$ cat src/rtl/rdz_pkg.sv
`default_nettype none

package rdz_pkg;

    localparam int SQRT_STEPS = 16;

    localparam logic [14:0] STICK_FULL   = 15'd32767;
    localparam logic [7:0]  TRIG_FULL    = 8'd255;
    localparam logic [14:0] STICK_DZ_RST = 15'd7849;
    localparam logic [7:0]  TRIG_DZ_RST  = 8'd30;

    typedef enum logic [7:0] {
        CFG_STICK_DZ = 8'd0,
        CFG_TRIG_DZ  = 8'd1
    } t_cfg_idx;

endpackage

`default_nettype wire

$ cat src/rtl/rdz_sqrt_pipe.sv
`default_nettype none

// Integer square root of a 32-bit value, one root bit per stage.
module rdz_sqrt_pipe
    import rdz_pkg::*;
#(
    parameter int PW = 1
) (
    input  logic          i_clk,
    input  logic          i_rst_n,
    input  logic          i_en,
    input  logic          i_vld,
    input  logic [31:0]   i_rad,
    input  logic [PW-1:0] i_pay,
    output logic          o_vld,
    output logic [15:0]   o_root,
    output logic [PW-1:0] o_pay
);

    logic [16:0]   st_rem  [0:SQRT_STEPS];
    logic [15:0]   st_root [0:SQRT_STEPS];
    logic [31:0]   st_sh   [0:SQRT_STEPS];
    logic [PW-1:0] st_pay  [0:SQRT_STEPS];
    logic          st_vld  [0:SQRT_STEPS];

    assign st_rem[0]  = '0;
    assign st_root[0] = '0;
    assign st_sh[0]   = i_rad;
    assign st_pay[0]  = i_pay;
    assign st_vld[0]  = i_vld;

    for (genvar i = 0; i < SQRT_STEPS; i++) begin : g_stage
        logic [18:0]   w_acc;
        logic [18:0]   w_trial;
        logic          w_ge;
        logic [16:0]   r_rem;
        logic [15:0]   r_root;
        logic [31:0]   r_sh;
        logic [PW-1:0] r_pay;
        logic          r_vld;

        assign w_acc   = {st_rem[i], st_sh[i][31:30]};
        assign w_trial = {1'b0, st_root[i], 2'b01};
        assign w_ge    = w_acc >= w_trial;

        always_ff @(posedge i_clk) begin
            if (!i_rst_n) begin
                r_vld <= 1'b0;
            end else if (i_en) begin
                r_vld <= st_vld[i];
            end
        end

        always_ff @(posedge i_clk) begin
            if (i_en) begin
                r_rem  <= w_ge ? 17'(w_acc - w_trial) : w_acc[16:0];
                r_root <= {st_root[i][14:0], w_ge};
                r_sh   <= {st_sh[i][29:0], 2'b00};
                r_pay  <= st_pay[i];
            end
        end

        assign st_rem[i+1]  = r_rem;
        assign st_root[i+1] = r_root;
        assign st_sh[i+1]   = r_sh;
        assign st_pay[i+1]  = r_pay;
        assign st_vld[i+1]  = r_vld;
    end

    assign o_vld  = st_vld[SQRT_STEPS];
    assign o_root = st_root[SQRT_STEPS];
    assign o_pay  = st_pay[SQRT_STEPS];

endmodule

`default_nettype wire

$ cat config.mk
export PLATFORM = sky130hd
export DESIGN_NAME = rdz_sqrt_pipe
export DESIGN_NICKNAME = d
export VERILOG_FILES = /design/src/rtl/rdz_pkg.sv /design/src/rtl/rdz_sqrt_pipe.sv
export SDC_FILE = /design/constraint.sdc
export NUM_CORES = 1
export LEC_CHECK = 0
export BUFFER_PORTS_ARGS = -buffer_cell sky130_fd_sc_hd__buf_2
export CORE_ASPECT_RATIO = 2
export CORE_MARGIN = 2
export CORE_UTILIZATION = 57
export CTS_CLUSTER_DIAMETER = 150
export DETAILED_ROUTE_END_ITERATION = 10
export HOLD_SLACK_MARGIN = 0.1
export PLACE_DENSITY = 0.73
export SLEW_MARGIN = 20
export SYNTH_ARGS = -nofsm -noshare
export SYNTH_HDL_FRONTEND = slang
export SYNTH_SLANG_ARGS = --single-unit
export TNS_END_PERCENT = 5
$ cat constraint.sdc
create_clock -name i_clk -period 3 [get_ports i_clk]
set_input_delay 0.45 -clock i_clk [delete_from_list [all_inputs] [get_ports i_clk]]
set_output_delay 0.45 -clock i_clk [all_outputs]
set_load 0.01 [all_outputs]
==> metrics.md <==
| Metric | Value |
|---|---|
| Multi-input gate area | `9890 um2` |
| Critical path class | `reg -> reg` |
| FF+latch count, synth | `645` |
| Post-synth EDFFs | `629` |
| Cell area after placement | `32000 um2` |
| Ratio of cells with drive above 1 in the final layout | `0.135` |
| Total power | `23400 uW` |
| Hold Path End | `g_stage[7].r_vld` |
| Unrepaired setup endpoints after global routing | `yes` |
| Cell Rows | `118` |
| # fillers | `3661` |
| Period Utilization, post-route | `1.01` |
| Worst r2r path cells | `8` |
| Worst r2r dst | `g_stage[9].r_rem[16]` |
| Post-CTS setup buffers | `0` |
| WHS Path Cells | `2` |
| Post-synthesis sequential area ratio | `0.642` |
| I/O pin count | `55` |
| Hold/Removal Path Class | `in -> reg` |
| Final Cell Area | `34200 um2` |
| Worst VDD drop | `0.000714 V` |
| Core Util, Final | `0.661` |
| Pre-antenna DRT Iters | `5` |
| Critical Path Sink Type | `flip-flop` |
| GRT overflow | `0` |
| Tightest Pin Transition | `0.761 ns` |
| Overall Global Routing Usage | `0.246` |
| Post-synth cell types | `81` |
| Fin worst setup slack | `-0.0206 ns` |
| Die Ht | `328 um` |
| Largest net degree at the start of global routing | `87` |
| Port Buffers | `54` |
| Antenna Nets Post-Route | `0` |
| Synth warn | `0` |
| WL/cell | `21.0 um` |
| Register area | `19200 um2` |
| Detailed Place HPWL | `50.1 mm` |
| Final hold vios | `0` |
| GPL Wtd Cong | `1.03` |
| Final setup violation count | `1` |
| Worst Setup Start Kind | `flip-flop` |
| Hold Crit Start | `i_rst_n` |
| Core ar. | `51800 um2` |
| Max_cap viols | `0` |
| Power Dens Cells | `684 nW/um2` |
| Async set-or-reset flop fraction in the synthesized netlist | `0` |
| Starting Density | `0.578` |
| Final nets | `2665` |
| Failing checks | `negative setup slack` |
| DRT iter0 DRCs | `998` |
| Vias in the first global route | `20142` |
| Leakage Power | `0.0133 uW` |
| Die X | `166 um` |
| F_max | `0.331 GHz` |
| Worst-Skew Late Latency | `0.62 ns` |
| Cell area after synthesis | `29900 um2` |
| Die ar. | `54500 um2` |
| Clock root buffer | `clkbuf_16` |
| First-pass GRT wire length | `103 mm` |
| CTS tree | `yes` |
| Clock sinks | `645` |
| Cells after Synth | `2256` |
| Outcome | `finished, violations left` |
| Primary FF master, synth | `edfxtp_1` |
| Initial antenna violation count | `1` |
| Mapped Nets | `2445` |
| Clock-pin slew on the worst setup and hold paths | `0.07 ns` |
| Max Buffers Root-to-Sink | `3` |
| Vias per inst | `5.92` |
| DRT Wirelength | `66.8 mm` |
| Vias | `18817` |
| Antenna Cells | `0` |
| Slew headroom | `0.485` |
| Tmin final | `3.02 ns` |
| WP data required | `3.33 ns` |
| CP Data Arrival Time | `3.35 ns` |
| Max FO, Critical Path | `4` |
| Layout area overhead | `14.4%` |
| Skew final | `0.0372 ns` |
| H-Tree Depth | `2` |
| Mean Syn Cell Area | `13.3 um2` |
| Flop2flop setup slack | `-0.02 ns` |
| Slew Limit Fails | `0` |
| FF-to-FF Start | `g_stage[8].r_sh[31]` |
| Number of remaining DRC errors | `0` |
| Most common cell after layout, fill and taps aside | `edfxtp_1` |
| Cts bufs inserted | `53` |
| Most frequent cells in the layout | `edfxtp_1 (629), inv_1 (184), ha_1 (150), nor2_1 (137), a21oi_1 (120)` |
## cell usage after synthesis (all sizes together), types with 6 or more instances
| cell type | instances | area [um2] |
|---|---|---|
| a21o | 31 | 233 |
| nand4 | 18 | 113 |
| or4 | 20 | 154 |
| nor4 | 35 | 219 |
| clkbuf | 28 | 105 |
| nand2 | 99 | 372 |
| o21a | 36 | 270 |
| nor3 | 56 | 280 |
| or3 | 33 | 211 |
| o311ai | 9 | 78.8 |
| o211ai | 13 | 97.6 |
| edfxtp | 629 | 18900 |
| buf | 11 | 75.1 |
| o31ai | 21 | 163 |
| xnor2 | 86 | 761 |
| a2111oi | 6 | 52.6 |
| nor3b | 6 | 45.0 |
| dfxtp | 16 | 320 |
| nor2 | 138 | 521 |
| nand4b | 8 | 70.1 |
| mux2 | 48 | 544 |
| o31a | 6 | 52.6 |
| o2111ai | 6 | 52.6 |
| nand3 | 51 | 260 |
| nand3b | 6 | 45.0 |
| nand2b | 25 | 156 |
| and2 | 17 | 106 |
| a21oi | 123 | 627 |
| nor4b | 10 | 103 |
| mux2i | 28 | 280 |
| a211oi | 18 | 135 |
| o21ai | 85 | 429 |
| nor2b | 37 | 231 |
| a31oi | 14 | 87.6 |
| inv | 184 | 691 |
| or2 | 13 | 81.3 |
| a21boi | 8 | 60.1 |
| and3 | 11 | 68.8 |
| ha | 152 | 1900 |
| xor2 | 70 | 613 |
## report_power, final
group | leakage (uW) | internal (uW) | switching, uW
combinational | 0.00620 | 1840 | 2380
sequential | 0.00616 | 11100 | 552
clock | 0.000924 | 4330 | 3270
## worst max-delay path, cell delays in order, from the launching register on
cell and delay, ns:
edfxtp_1 0.45, inv_1 0.25, ha_1 0.24, nor2b_1 0.15
o31a_1 0.36, o21ai_0 0.37, o22ai_1 0.23, nor4b_1 0.54
xor2_1 0.13
## cell type report
cell class | instances | area share
tap | 660 | 0.0241
clock inverter | 38 | 0.0149
inverter | 186 | 0.0204
multi-input combinational | 1386 | 0.289
sequential | 645 | 0.561
clock buffer | 61 | 0.0408
timing repair buffer | 204 | 0.0502
## flip-flops by register name (all words and copies together) (netlist names)
register        cells
g_stage.r_root    120
g_stage.r_rem     237
o_pay               1
o_root             16
g_stage.r_sh      240
g_stage.r_vld      15
o_vld               1
g_stage.r_pay      15
## what timing repair did
action,in CTS,in global routing
endpoints found under the hold margin,34,0
hold buffers,35,0
resized for setup,2,9
endpoints found under the setup margin,2,33
## worst max path at each step
stage / startpoint / to / slack (ns) / depth (start not counted)
after CTS: g_stage[11].r_rem[0] / g_stage[12].r_rem[11] / 0.06 / 9
after global routing: g_stage[8].r_sh[31] / g_stage[9].r_rem[16] / -0.02 / 8
after floorplan: g_stage[10].r_rem[10] / g_stage[11].r_rem[10] / 0.001 / 9
after detailed placement: g_stage[11].r_rem[0] / g_stage[12].r_rem[11] / -0.15 / 9
final: g_stage[8].r_sh[31] / g_stage[9].r_rem[16] / -0.02 / 8
after global placement: g_stage[11].r_rem[0] / g_stage[12].r_rem[11] / -0.14 / 9
## logic make-up after synthesis
| kind of cell | synth area share |
|---|---|
| compound gates | 0.0885 |
| other cells | 0.000125 |
| fa+ha+maj | 0.0635 |
| buf+inv | 0.0293 |
| xor+xnor | 0.0459 |
| flops | 0.642 |
| simple gates | 0.104 |
| mux | 0.0275 |
## routing by layer
| layer | up-vias | GRT usage | wire (um) |
|---|---|---|---|
| li1 | 8882 | - | - |
| met1 | 9208 | 0.182 | 18400 |
| met2 | 458 | 0.523 | 40400 |
| met3 | 269 | 0.0266 | 1730 |
| met4 | 0 | 0.208 | 6280 |
| met5 | - | 0 | 0 |
## through the flow
stage	worst slack (ns)	std cells	hold slack [ns]	setup TNS, ns
floorplan	0.00121	2256	0.400	0
global placement	-0.135	3046	0.401	-0.135
detailed placement	-0.146	3046	0.405	-0.146
CTS	0.0620	3180	0.168	0
global route	-0.0187	3180	0.194	-0.0581
finish	-0.0206	3180	0.205	-0.0206
No activity file was read; power rests on OpenSTA's default activity.
