[config.mk]
export PLATFORM = sky130hd
export DESIGN_NAME = rdz_div_pipe
export DESIGN_NICKNAME = d
export VERILOG_FILES = /design/src/rtl/rdz_div_pipe.sv
export SDC_FILE = /design/constraint.sdc
export NUM_CORES = 1
export LEC_CHECK = 0
export ABC_AREA = 0
export BUFFER_PORTS_ARGS = -buffer_cell sky130_fd_sc_hd__buf_2
export CAP_MARGIN = 5
export CORE_MARGIN = 2
export CORE_UTILIZATION = 50
export DETAILED_ROUTE_END_ITERATION = 16
export PLACE_DENSITY_LB_ADDON = 0.05
export RECOVER_POWER = 50
export SYNTH_ARGS = -nofsm -noshare
export SYNTH_HDL_FRONTEND = slang
export SYNTH_SLANG_ARGS = --single-unit
[constraint.sdc]
create_clock -name i_clk -period 8.9 [get_ports i_clk]
set_clock_uncertainty 0.15 [all_clocks]
set_input_delay 0.445 -clock i_clk [delete_from_list [all_inputs] [get_ports i_clk]]
set_output_delay 0.445 -clock i_clk [all_outputs]
set_load 0.05 [all_outputs]
[src/rtl/rdz_div_pipe.sv]
`default_nettype none

// Restoring divider, one quotient bit per stage. Requires i_num >> QW < i_den.
module rdz_div_pipe #(
    parameter int QW = 16,
    parameter int DW = 16,
    parameter int PW = 1
) (
    input  logic               i_clk,
    input  logic               i_rst_n,
    input  logic               i_en,
    input  logic               i_vld,
    input  logic [QW+DW-1:0]   i_num,
    input  logic [DW-1:0]      i_den,
    input  logic [PW-1:0]      i_pay,
    output logic               o_vld,
    output logic [QW-1:0]      o_quo,
    output logic [PW-1:0]      o_pay
);

    logic [DW-1:0] st_rem [0:QW];
    logic [QW-1:0] st_acc [0:QW];
    logic [DW-1:0] st_den [0:QW];
    logic [PW-1:0] st_pay [0:QW];
    logic          st_vld [0:QW];

    assign st_rem[0] = i_num[QW+DW-1:QW];
    assign st_acc[0] = i_num[QW-1:0];
    assign st_den[0] = i_den;
    assign st_pay[0] = i_pay;
    assign st_vld[0] = i_vld;

    for (genvar i = 0; i < QW; i++) begin : g_stage
        logic [DW:0]   w_trial;
        logic          w_ge;
        logic [DW-1:0] r_rem;
        logic [QW-1:0] r_acc;
        logic [DW-1:0] r_den;
        logic [PW-1:0] r_pay;
        logic          r_vld;

        assign w_trial = {st_rem[i], st_acc[i][QW-1]};
        assign w_ge    = w_trial >= {1'b0, st_den[i]};

        always_ff @(posedge i_clk) begin
            if (!i_rst_n) begin
                r_vld <= 1'b0;
            end else if (i_en) begin
                r_vld <= st_vld[i];
            end
        end

        always_ff @(posedge i_clk) begin
            if (i_en) begin
                r_rem <= w_ge ? DW'(w_trial - {1'b0, st_den[i]}) : w_trial[DW-1:0];
                r_acc <= {st_acc[i][QW-2:0], w_ge};
                r_den <= st_den[i];
                r_pay <= st_pay[i];
            end
        end

        assign st_rem[i+1] = r_rem;
        assign st_acc[i+1] = r_acc;
        assign st_den[i+1] = r_den;
        assign st_pay[i+1] = r_pay;
        assign st_vld[i+1] = r_vld;
    end

    assign o_vld = st_vld[QW];
    assign o_quo = st_acc[QW];
    assign o_pay = st_pay[QW];

endmodule

`default_nettype wire

==> results of run 1 <==
-- worst register-to-register path, stage by stage, from the launching register on --
cell	delay, ps
edfxtp_1	410
ha_1	450
nand4b_1	240
o41ai_2	720
nor3_1	130
a21oi_2	770
mux2_2	440
-- final timing paths --
path	end	start	slack [ps]
setup / recovery	g_stage[5].r_rem[11]	i_en	5190
setup reg to reg	g_stage[7].r_rem[4]	g_stage[6].r_rem[13]	5340
hold reg to reg	g_stage[11].r_pay	g_stage[10].r_pay	240
hold / removal	g_stage[0].r_rem[10]	i_num[25]	50
-- layer usage --
layer,share of wire [%],global-route usage [%],routed length [um],vias to the layer above
met5,0,0,0,-
met4,2.6,5.57,1940,0
met3,3.7,2.84,2810,129
met2,48,32.5,36500,455
met1,45,26.2,34400,11284
li1,-,-,-,11396
-- cell type report --
cell class	count	share of cell area (%)
Sequential cell	768	53.1
Multi-Input combinational cell	1838	32.5
Clock buffer	100	5.06
Tap cell	1030	2.99
Inverter	333	2.90
Timing Repair Buffer	130	2.16
Clock inverter	58	1.26
Antenna cell	1	0.00581
-- flip-flops by register name, summed over array words and instances, names as in the netlist --
signal / count
o_quo: 16
o_vld: 1
g_stage.r_vld: 15
g_stage.r_acc: 240
o_pay: 1
g_stage.r_den: 240
g_stage.r_pay: 15
g_stage.r_rem: 240
-- synth_stat cells (all sizes together) (19+ instances only) --
master	count
a211oi	22
a21o	54
a21oi	191
a31oi	30
and3	19
clkbuf	25
edfxtp	752
ha	256
inv	333
mux2	123
mux2i	36
nand2	123
nand2b	36
nand3	32
nand4	28
nor2	186
nor2b	61
nor3	33
o21a	56
o21ai	154
xnor2	90
xor2	74
-- per-stage QoR --
stage	util, %	total power [mW]	instances	hold slack [ps]	instance area (um2)
after global routing	56.7	15.6	4257	35.1	43100
after CTS	56.8	14.7	4256	0.211	43100
after global placement	52.6	11.1	4052	250	39900
final	56.8	14.6	4258	52.8	43100
after floorplan	-	9.92	2980	250	38400
after detailed placement	52.6	11.2	4052	255	39900
-- power groups by stage --
| stage | clock, mW | sequential (mW) | combinational [mW] |
|---|---|---|---|
| floorplan | 0 | 5.42 | 4.50 |
| global placement | 0 | 5.65 | 5.48 |
| detailed placement | 0 | 5.64 | 5.59 |
| CTS | 3.50 | 5.58 | 5.66 |
| global route | 3.63 | 5.64 | 6.34 |
| finish | 3.38 | 5.56 | 5.67 |
-- kinds of logic (layout without fill, tap and decap cells) --
| group | count (synthesis) | in the layout | synth area share (%) |
|---|---|---|---|
| AND/OR/NAND/NOR | 599 | 599 | 7.88 |
| XOR/XNOR | 164 | 164 | 3.75 |
| buffers and inverters | 374 | 621 | 3.81 |
| other | 0 | 1 | 0 |
| flip-flops | 768 | 768 | 59.7 |
| AO/OA/AOI/OAI | 645 | 645 | 11.0 |
| multiplexers | 159 | 159 | 4.77 |
| adder cells (fa/ha/maj) | 271 | 271 | 9.13 |
==> impl_metrics.env, run 1 <==
export IMPL_worst_pin_slew_ps=2720
export IMPL_p_int_mw=9.64
export IMPL_first_pass_iters=5
export IMPL_place_ws_ps=5300
export IMPL_core_um2=75900
export IMPL_gp_congestion=0.879
export IMPL_setup_tns_ps=0
export IMPL_grt_overflow=0
export IMPL_die_height_um=281
export IMPL_finalCriticalPeriod_ps=3710
export IMPL_synth_edff_count=752
export IMPL_grt_setup_unrepaired="no"
export IMPL_grt_pass1_vias=23127
export IMPL_drive_gt1_share_pct=11.2
export IMPL_synth_async_reset_ratio_pct=0
export IMPL_synth_cell_types=87
export IMPL_avgSynthCellArea_um2=12.9
export IMPL_syn_inst=2980
export IMPL_ir_drop_mv=0.162
export IMPL_root_buffer="clkbuf_16"
export IMPL_ys_warn_count=0
export IMPL_avgRoutedWirePerCell_um=17.8
export IMPL_finalMaxSlewViolations=46
export IMPL_grt_pass1_wl_um=121000
export IMPL_setup_viol=0
export IMPL_hold_violations=0
export IMPL_critPathBufInv=3
export IMPL_layout_cells_most_common="edfxtp_1"
export IMPL_die_w_um=281
export IMPL_multi_input_area_um2=14000
export IMPL_port_buffers=70
export IMPL_cts_made_buffers=84
export IMPL_dieArea_um2=78900
export IMPL_antenna_left=0
export IMPL_p_seq_share_pct=38.1
export IMPL_critical_path_required_ps=9010
export IMPL_htreeDepth=3
export IMPL_hpwlAfterDp_um=53800
export IMPL_path_cells="buf_8 -> clkbuf_1 -> buf_12"
export IMPL_grt_max_degree=169
export IMPL_maxSlewHeadroom_pct=-81.2
export IMPL_synth_area_um2=38400
export IMPL_worstPathMaxFanout=168
export IMPL_synth_seq_cells=768
export IMPL_synthToLayoutAreaGrowth_pct=12.4
export IMPL_drc=0
export IMPL_cts_hold_buf=46
export IMPL_nFillCells=6188
export IMPL_vias_per_cell=5.46
export IMPL_status="finished with violations"
export IMPL_path_class="primary input to register"
export IMPL_syn_num_nets=3304
export IMPL_cts_buffer_depth=3
export IMPL_share_comb_of_total_power_pct=38.8
export IMPL_cts_tree="done"
export IMPL_num_nets_final=3479
export IMPL_switching_share_pct=34.0
export IMPL_clock_latency_ps=640
export IMPL_initial_core_util_pct=50.5
export IMPL_p_leak_nw=17.1
export IMPL_path_delay_family="buffers and inverters"
export IMPL_clockPowerShare_pct=23.1
export IMPL_crit_slowest_cell="clkbuf_1"
export IMPL_cts_sinks=768
export IMPL_powerDensity_nw_per_um2=339
export IMPL_num_rows=101
export IMPL_cts_repair_resize_count=0
export IMPL_yosysTopAreaCellShare_pct=58.9
export IMPL_post_cts_buffers=0
export IMPL_mostFrequentLayoutCells="edfxtp_1 (752), inv_1 (330), ha_1 (256)"
export IMPL_num_vias=23264
export IMPL_worstHoldPathCells=3
export IMPL_hold_path_class="primary input to register"
export IMPL_violations="max-capacitance violations, max-slew violations"
export IMPL_fin_ws_ps=5190
export IMPL_seq_area_um2=22900
export IMPL_critPathArrivalTime_ps=3820
export IMPL_end_kind="register"
export IMPL_yosysSeqAreaShare_pct=59.7
export IMPL_slowest_delay_ps=1990
export IMPL_p_sw_mw=4.97
export IMPL_yosysTopAreaCell="edfxtp_1"
export IMPL_fmax_mhz=270
export IMPL_post_route_period_util_pct=41.7
export IMPL_antenna_found_initial=0
export IMPL_drt_wl_total_um=75700
export IMPL_cp_depth=3
export IMPL_first_iter_violations=1781
export IMPL_grt_usage_pct=19.4
export IMPL_synth_area_top_cells="edfxtp_1 (59%), ha_1 (8.4%), inv_1 (3.2%)"
export IMPL_worst_setup_path_start_kind="primary input"
export IMPL_maxCapViolCount=1
export IMPL_clk_pin_slew_ps=60
export IMPL_synthFlopType="edfxtp_1"
export IMPL_io_pins=71
export IMPL_rr_worst_depth=6
Note: power is estimated with default switching activity, not from simulation.
==> inputs of run 2 (changes only) <==
--- a/config.mk
+++ b/config.mk
@@ -5,7 +5,7 @@
 export SDC_FILE = /design/constraint.sdc
 export NUM_CORES = 1
 export LEC_CHECK = 0
-export ABC_AREA = 0
+export ABC_AREA = 1
 export BUFFER_PORTS_ARGS = -buffer_cell sky130_fd_sc_hd__buf_2
 export CAP_MARGIN = 5
 export CORE_MARGIN = 2
==> constraint.sdc (replaced) <==
create_clock -name i_clk -period 3.8 [get_ports i_clk]
set_clock_uncertainty 0.15 [all_clocks]
set_input_delay 0.19 -clock i_clk [delete_from_list [all_inputs] [get_ports i_clk]]
set_output_delay 0.19 -clock i_clk [all_outputs]
set_load 0.05 [all_outputs]
==> run 2 against run 1 <==
Net effect:
- largest cell class unchanged
- synthesized area grew 15%
- worst hold slack gained 35 ps
- sequential cell count is the same
- critical path depth grew 9
- via count grew 38%
- combinational power grew to 2.7 times the previous value
- the run still ends with max-capacitance violations, max-slew violations left
- critical path type is now register to register
==> impl_metrics.env, run 2 <==
export IMPL_synth_seq_cells=768
export IMPL_cts_buffer_depth=3
export IMPL_yosysTopAreaCellShare_pct=51.3
export IMPL_fmax_mhz=356
export IMPL_grt_setup_unrepaired="no"
export IMPL_cts_made_buffers=86
export IMPL_reg2reg_from="g_stage[3].r_rem[3]"
export IMPL_layout_cells_most_common="nand2_1"
export IMPL_synth_area_um2=44000
export IMPL_r2r_end="g_stage[4].r_rem[3]"
export IMPL_nFillCells=8004
export IMPL_avgRoutedWirePerCell_um=16.3
export IMPL_num_nets_final=5582
export IMPL_root_buffer="clkbuf_16"
export IMPL_initial_core_util_pct=50.6
export IMPL_die_w_um=301
export IMPL_path_class="register to register"
export IMPL_num_vias=32106
export IMPL_grt_pass1_vias=30200
export IMPL_p_total_mw=36.5
export IMPL_cp_endpoint="g_stage[4].r_rem[3]"
export IMPL_worst_setup_path_start_kind="register"
export IMPL_cts_sinks=768
export IMPL_crit_start="g_stage[3].r_rem[3]"
export IMPL_synth_common_cells="nand2_1 (1845), inv_1 (968), edfxtp_1 (752)"
export IMPL_p_leak_nw=24.3
export IMPL_grt_overflow=0
export IMPL_clk_pin_slew_ps=60
export IMPL_die_height_um=301
export IMPL_avgSynthCellArea_um2=8.66
export IMPL_drive_gt1_share_pct=5.62
export IMPL_maxSlewHeadroom_pct=-18.5
export IMPL_grt_pass1_wl_um=167000
export IMPL_first_iter_violations=2415
export IMPL_antenna_found_initial=2
export IMPL_synth_cell_types=42
export IMPL_ys_warn_count=0
export IMPL_yosys_cell_count_top_type="nand2_1"
export IMPL_setup_tns_ps=0
export IMPL_core_um2=87000
export IMPL_rr_worst_depth=12
export IMPL_critical_path_required_ps=4050
export IMPL_post_cts_buffers=0
export IMPL_io_pins=71
export IMPL_hold_violations=0
export IMPL_finalMaxSlewViolations=136
export IMPL_grt_usage_pct=23.7
export IMPL_antenna_left=0
export IMPL_vias_per_cell=4.96
export IMPL_grt_max_degree=101
export IMPL_drc=0
export IMPL_first_pass_iters=5
export IMPL_hpwlAfterDp_um=81300
export IMPL_worstPathMaxFanout=20
export IMPL_synth_async_reset_ratio_pct=0
export IMPL_post_route_period_util_pct=73.9
export IMPL_mostFrequentLayoutCells="nand2_1 (1845), inv_1 (968), edfxtp_1 (752)"
export IMPL_yosysTopAreaCell="edfxtp_1"
export IMPL_cts_tree="done"
export IMPL_yosysSeqAreaShare_pct=52.0
export IMPL_port_buffers=70
export IMPL_syn_inst=5083
export IMPL_syn_num_nets=5407
export IMPL_synthFlopType="edfxtp_1"
export IMPL_critPathArrivalTime_ps=3060
export IMPL_worst_pin_slew_ps=1780
export IMPL_setup_viol=0
export IMPL_top_regs="g_stage.r_acc x240, g_stage.r_den x240, g_stage.r_rem x240"
export IMPL_status="finished with violations"
export IMPL_violations="max-capacitance violations, max-slew violations"
export IMPL_finalCriticalPeriod_ps=2810
export IMPL_synth_edff_count=752
export IMPL_gp_congestion=0.911
export IMPL_dieArea_um2=90500
export IMPL_synth_area_top_cells="edfxtp_1 (51%), nand2_1 (16%), inv_1 (8.3%)"
export IMPL_drt_wl_total_um=106000
export IMPL_clock_latency_ps=670
export IMPL_synthToLayoutAreaGrowth_pct=11.0
export IMPL_hold_path_class="primary input to register"
export IMPL_maxCapViolCount=2
export IMPL_antennaDiodeCount=0
export IMPL_r2r_setup_slack_ps=990
export IMPL_ir_drop_mv=0.424
export IMPL_end_kind="register"
export IMPL_htreeDepth=3
export IMPL_powerDensity_nw_per_um2=746
export IMPL_num_rows=108
==> run 2: cell count changes after synthesis, moves of 53 or more <==
| cell | previous run | this run |
|---|---|---|
| o21ai_0 | 135 | 23 |
| nor2b_1 | 61 | 0 |
| xnor2_1 | 90 | 22 |
| mux2_2 | 93 | 0 |
| a21o_1 | 54 | 1 |
| nand2_1 | 122 | 1845 |
| nand3_1 | 32 | 399 |
| inv_1 | 330 | 968 |
==> run 2: through the flow <==
stage	hold WS, ps	std cells	utilization (%)	worst slack [ps]	cell area, um2
floorplan	139	5083	-	1730	44000
global placement	216	6273	52.5	1020	45600
detailed placement	219	6273	52.5	1020	45600
CTS	41.2	6479	56.3	1010	49000
global route	64.5	6479	56.2	742	48900
finish	87.8	6479	56.2	993	48900
==> run 2: worst max-delay path, stage by stage (launching register included) <==
cell	delay (ps)
edfxtp_1	410
ha_1	380
nand2_1	70
inv_1	90
nand2_1	90
nor2_1	140
nand2_1	70
nor2_1	80
nor2_1	50
nand2_2	360
inv_1	430
nand2_1	140
nand2_1	70
==> run 2: routing by layer <==
| metal | global-route usage, % | vias up | share of wire [%] |
|---|---|---|---|
| met5 | 0 | - | 0 |
| met4 | 5.69 | 0 | 2.1 |
| met3 | 3.38 | 141 | 4.8 |
| met2 | 35.6 | 690 | 43 |
| met1 | 36.0 | 14660 | 50 |
| li1 | - | 16615 | - |
==> run 2: worst min-delay path by stage <==
stage,from,end,depth (start not counted),slack (ps)
6_report,i_num[11],g_stage[0].r_acc[12],2,90
5_1_grt,i_num[11],g_stage[0].r_acc[12],2,60
4_1_cts,i_num[11],g_stage[0].r_acc[12],2,40
3_5_place_dp,i_num[13],g_stage[0].r_acc[14],1,220
3_3_place_gp,i_num[14],g_stage[0].r_acc[15],1,220
2_1_floorplan,i_num[9],g_stage[0].r_acc[10],0,140
==> run 2: where the power goes <==
part	total (mW)	internal (mW)	switching, mW
Combinational	15.2	5.13	10.1
Sequential	12.9	11.8	1.17
Clock	8.36	4.93	3.43
Total	36.5	21.8	14.7
==> run 2: area by class of cell <==
class / count / area [um2] / area share [%]
well taps: 1155 / 1450 / 2.96
repair buffers: 145 / 1040 / 2.12
flip-flops and latches: 768 / 22900 / 46.8
multi-input cells: 3280 / 17000 / 34.8
clock inverters: 52 / 621 / 1.27
inverters: 977 / 3670 / 7.50
clock buffers: 102 / 2210 / 4.52
==> run 2: repair_timing <==
item / 4_1_cts / 5_1_grt
endpoints found under the hold margin: 136 / 0
hold buffers: 52 / 0
gates resized for setup: 0 / 0
==> run 2: cell families after synthesis <==
group | Yosys count | share of synthesized area (%)
and+or+nand+nor | 2725 | 26.5
xor gates and xnor gates | 93 | 1.85
DFF | 768 | 52.0
buffers and inverters | 1035 | 9.36
AOI/OAI and AO/OA | 191 | 2.32
adders and majority gates | 271 | 7.96
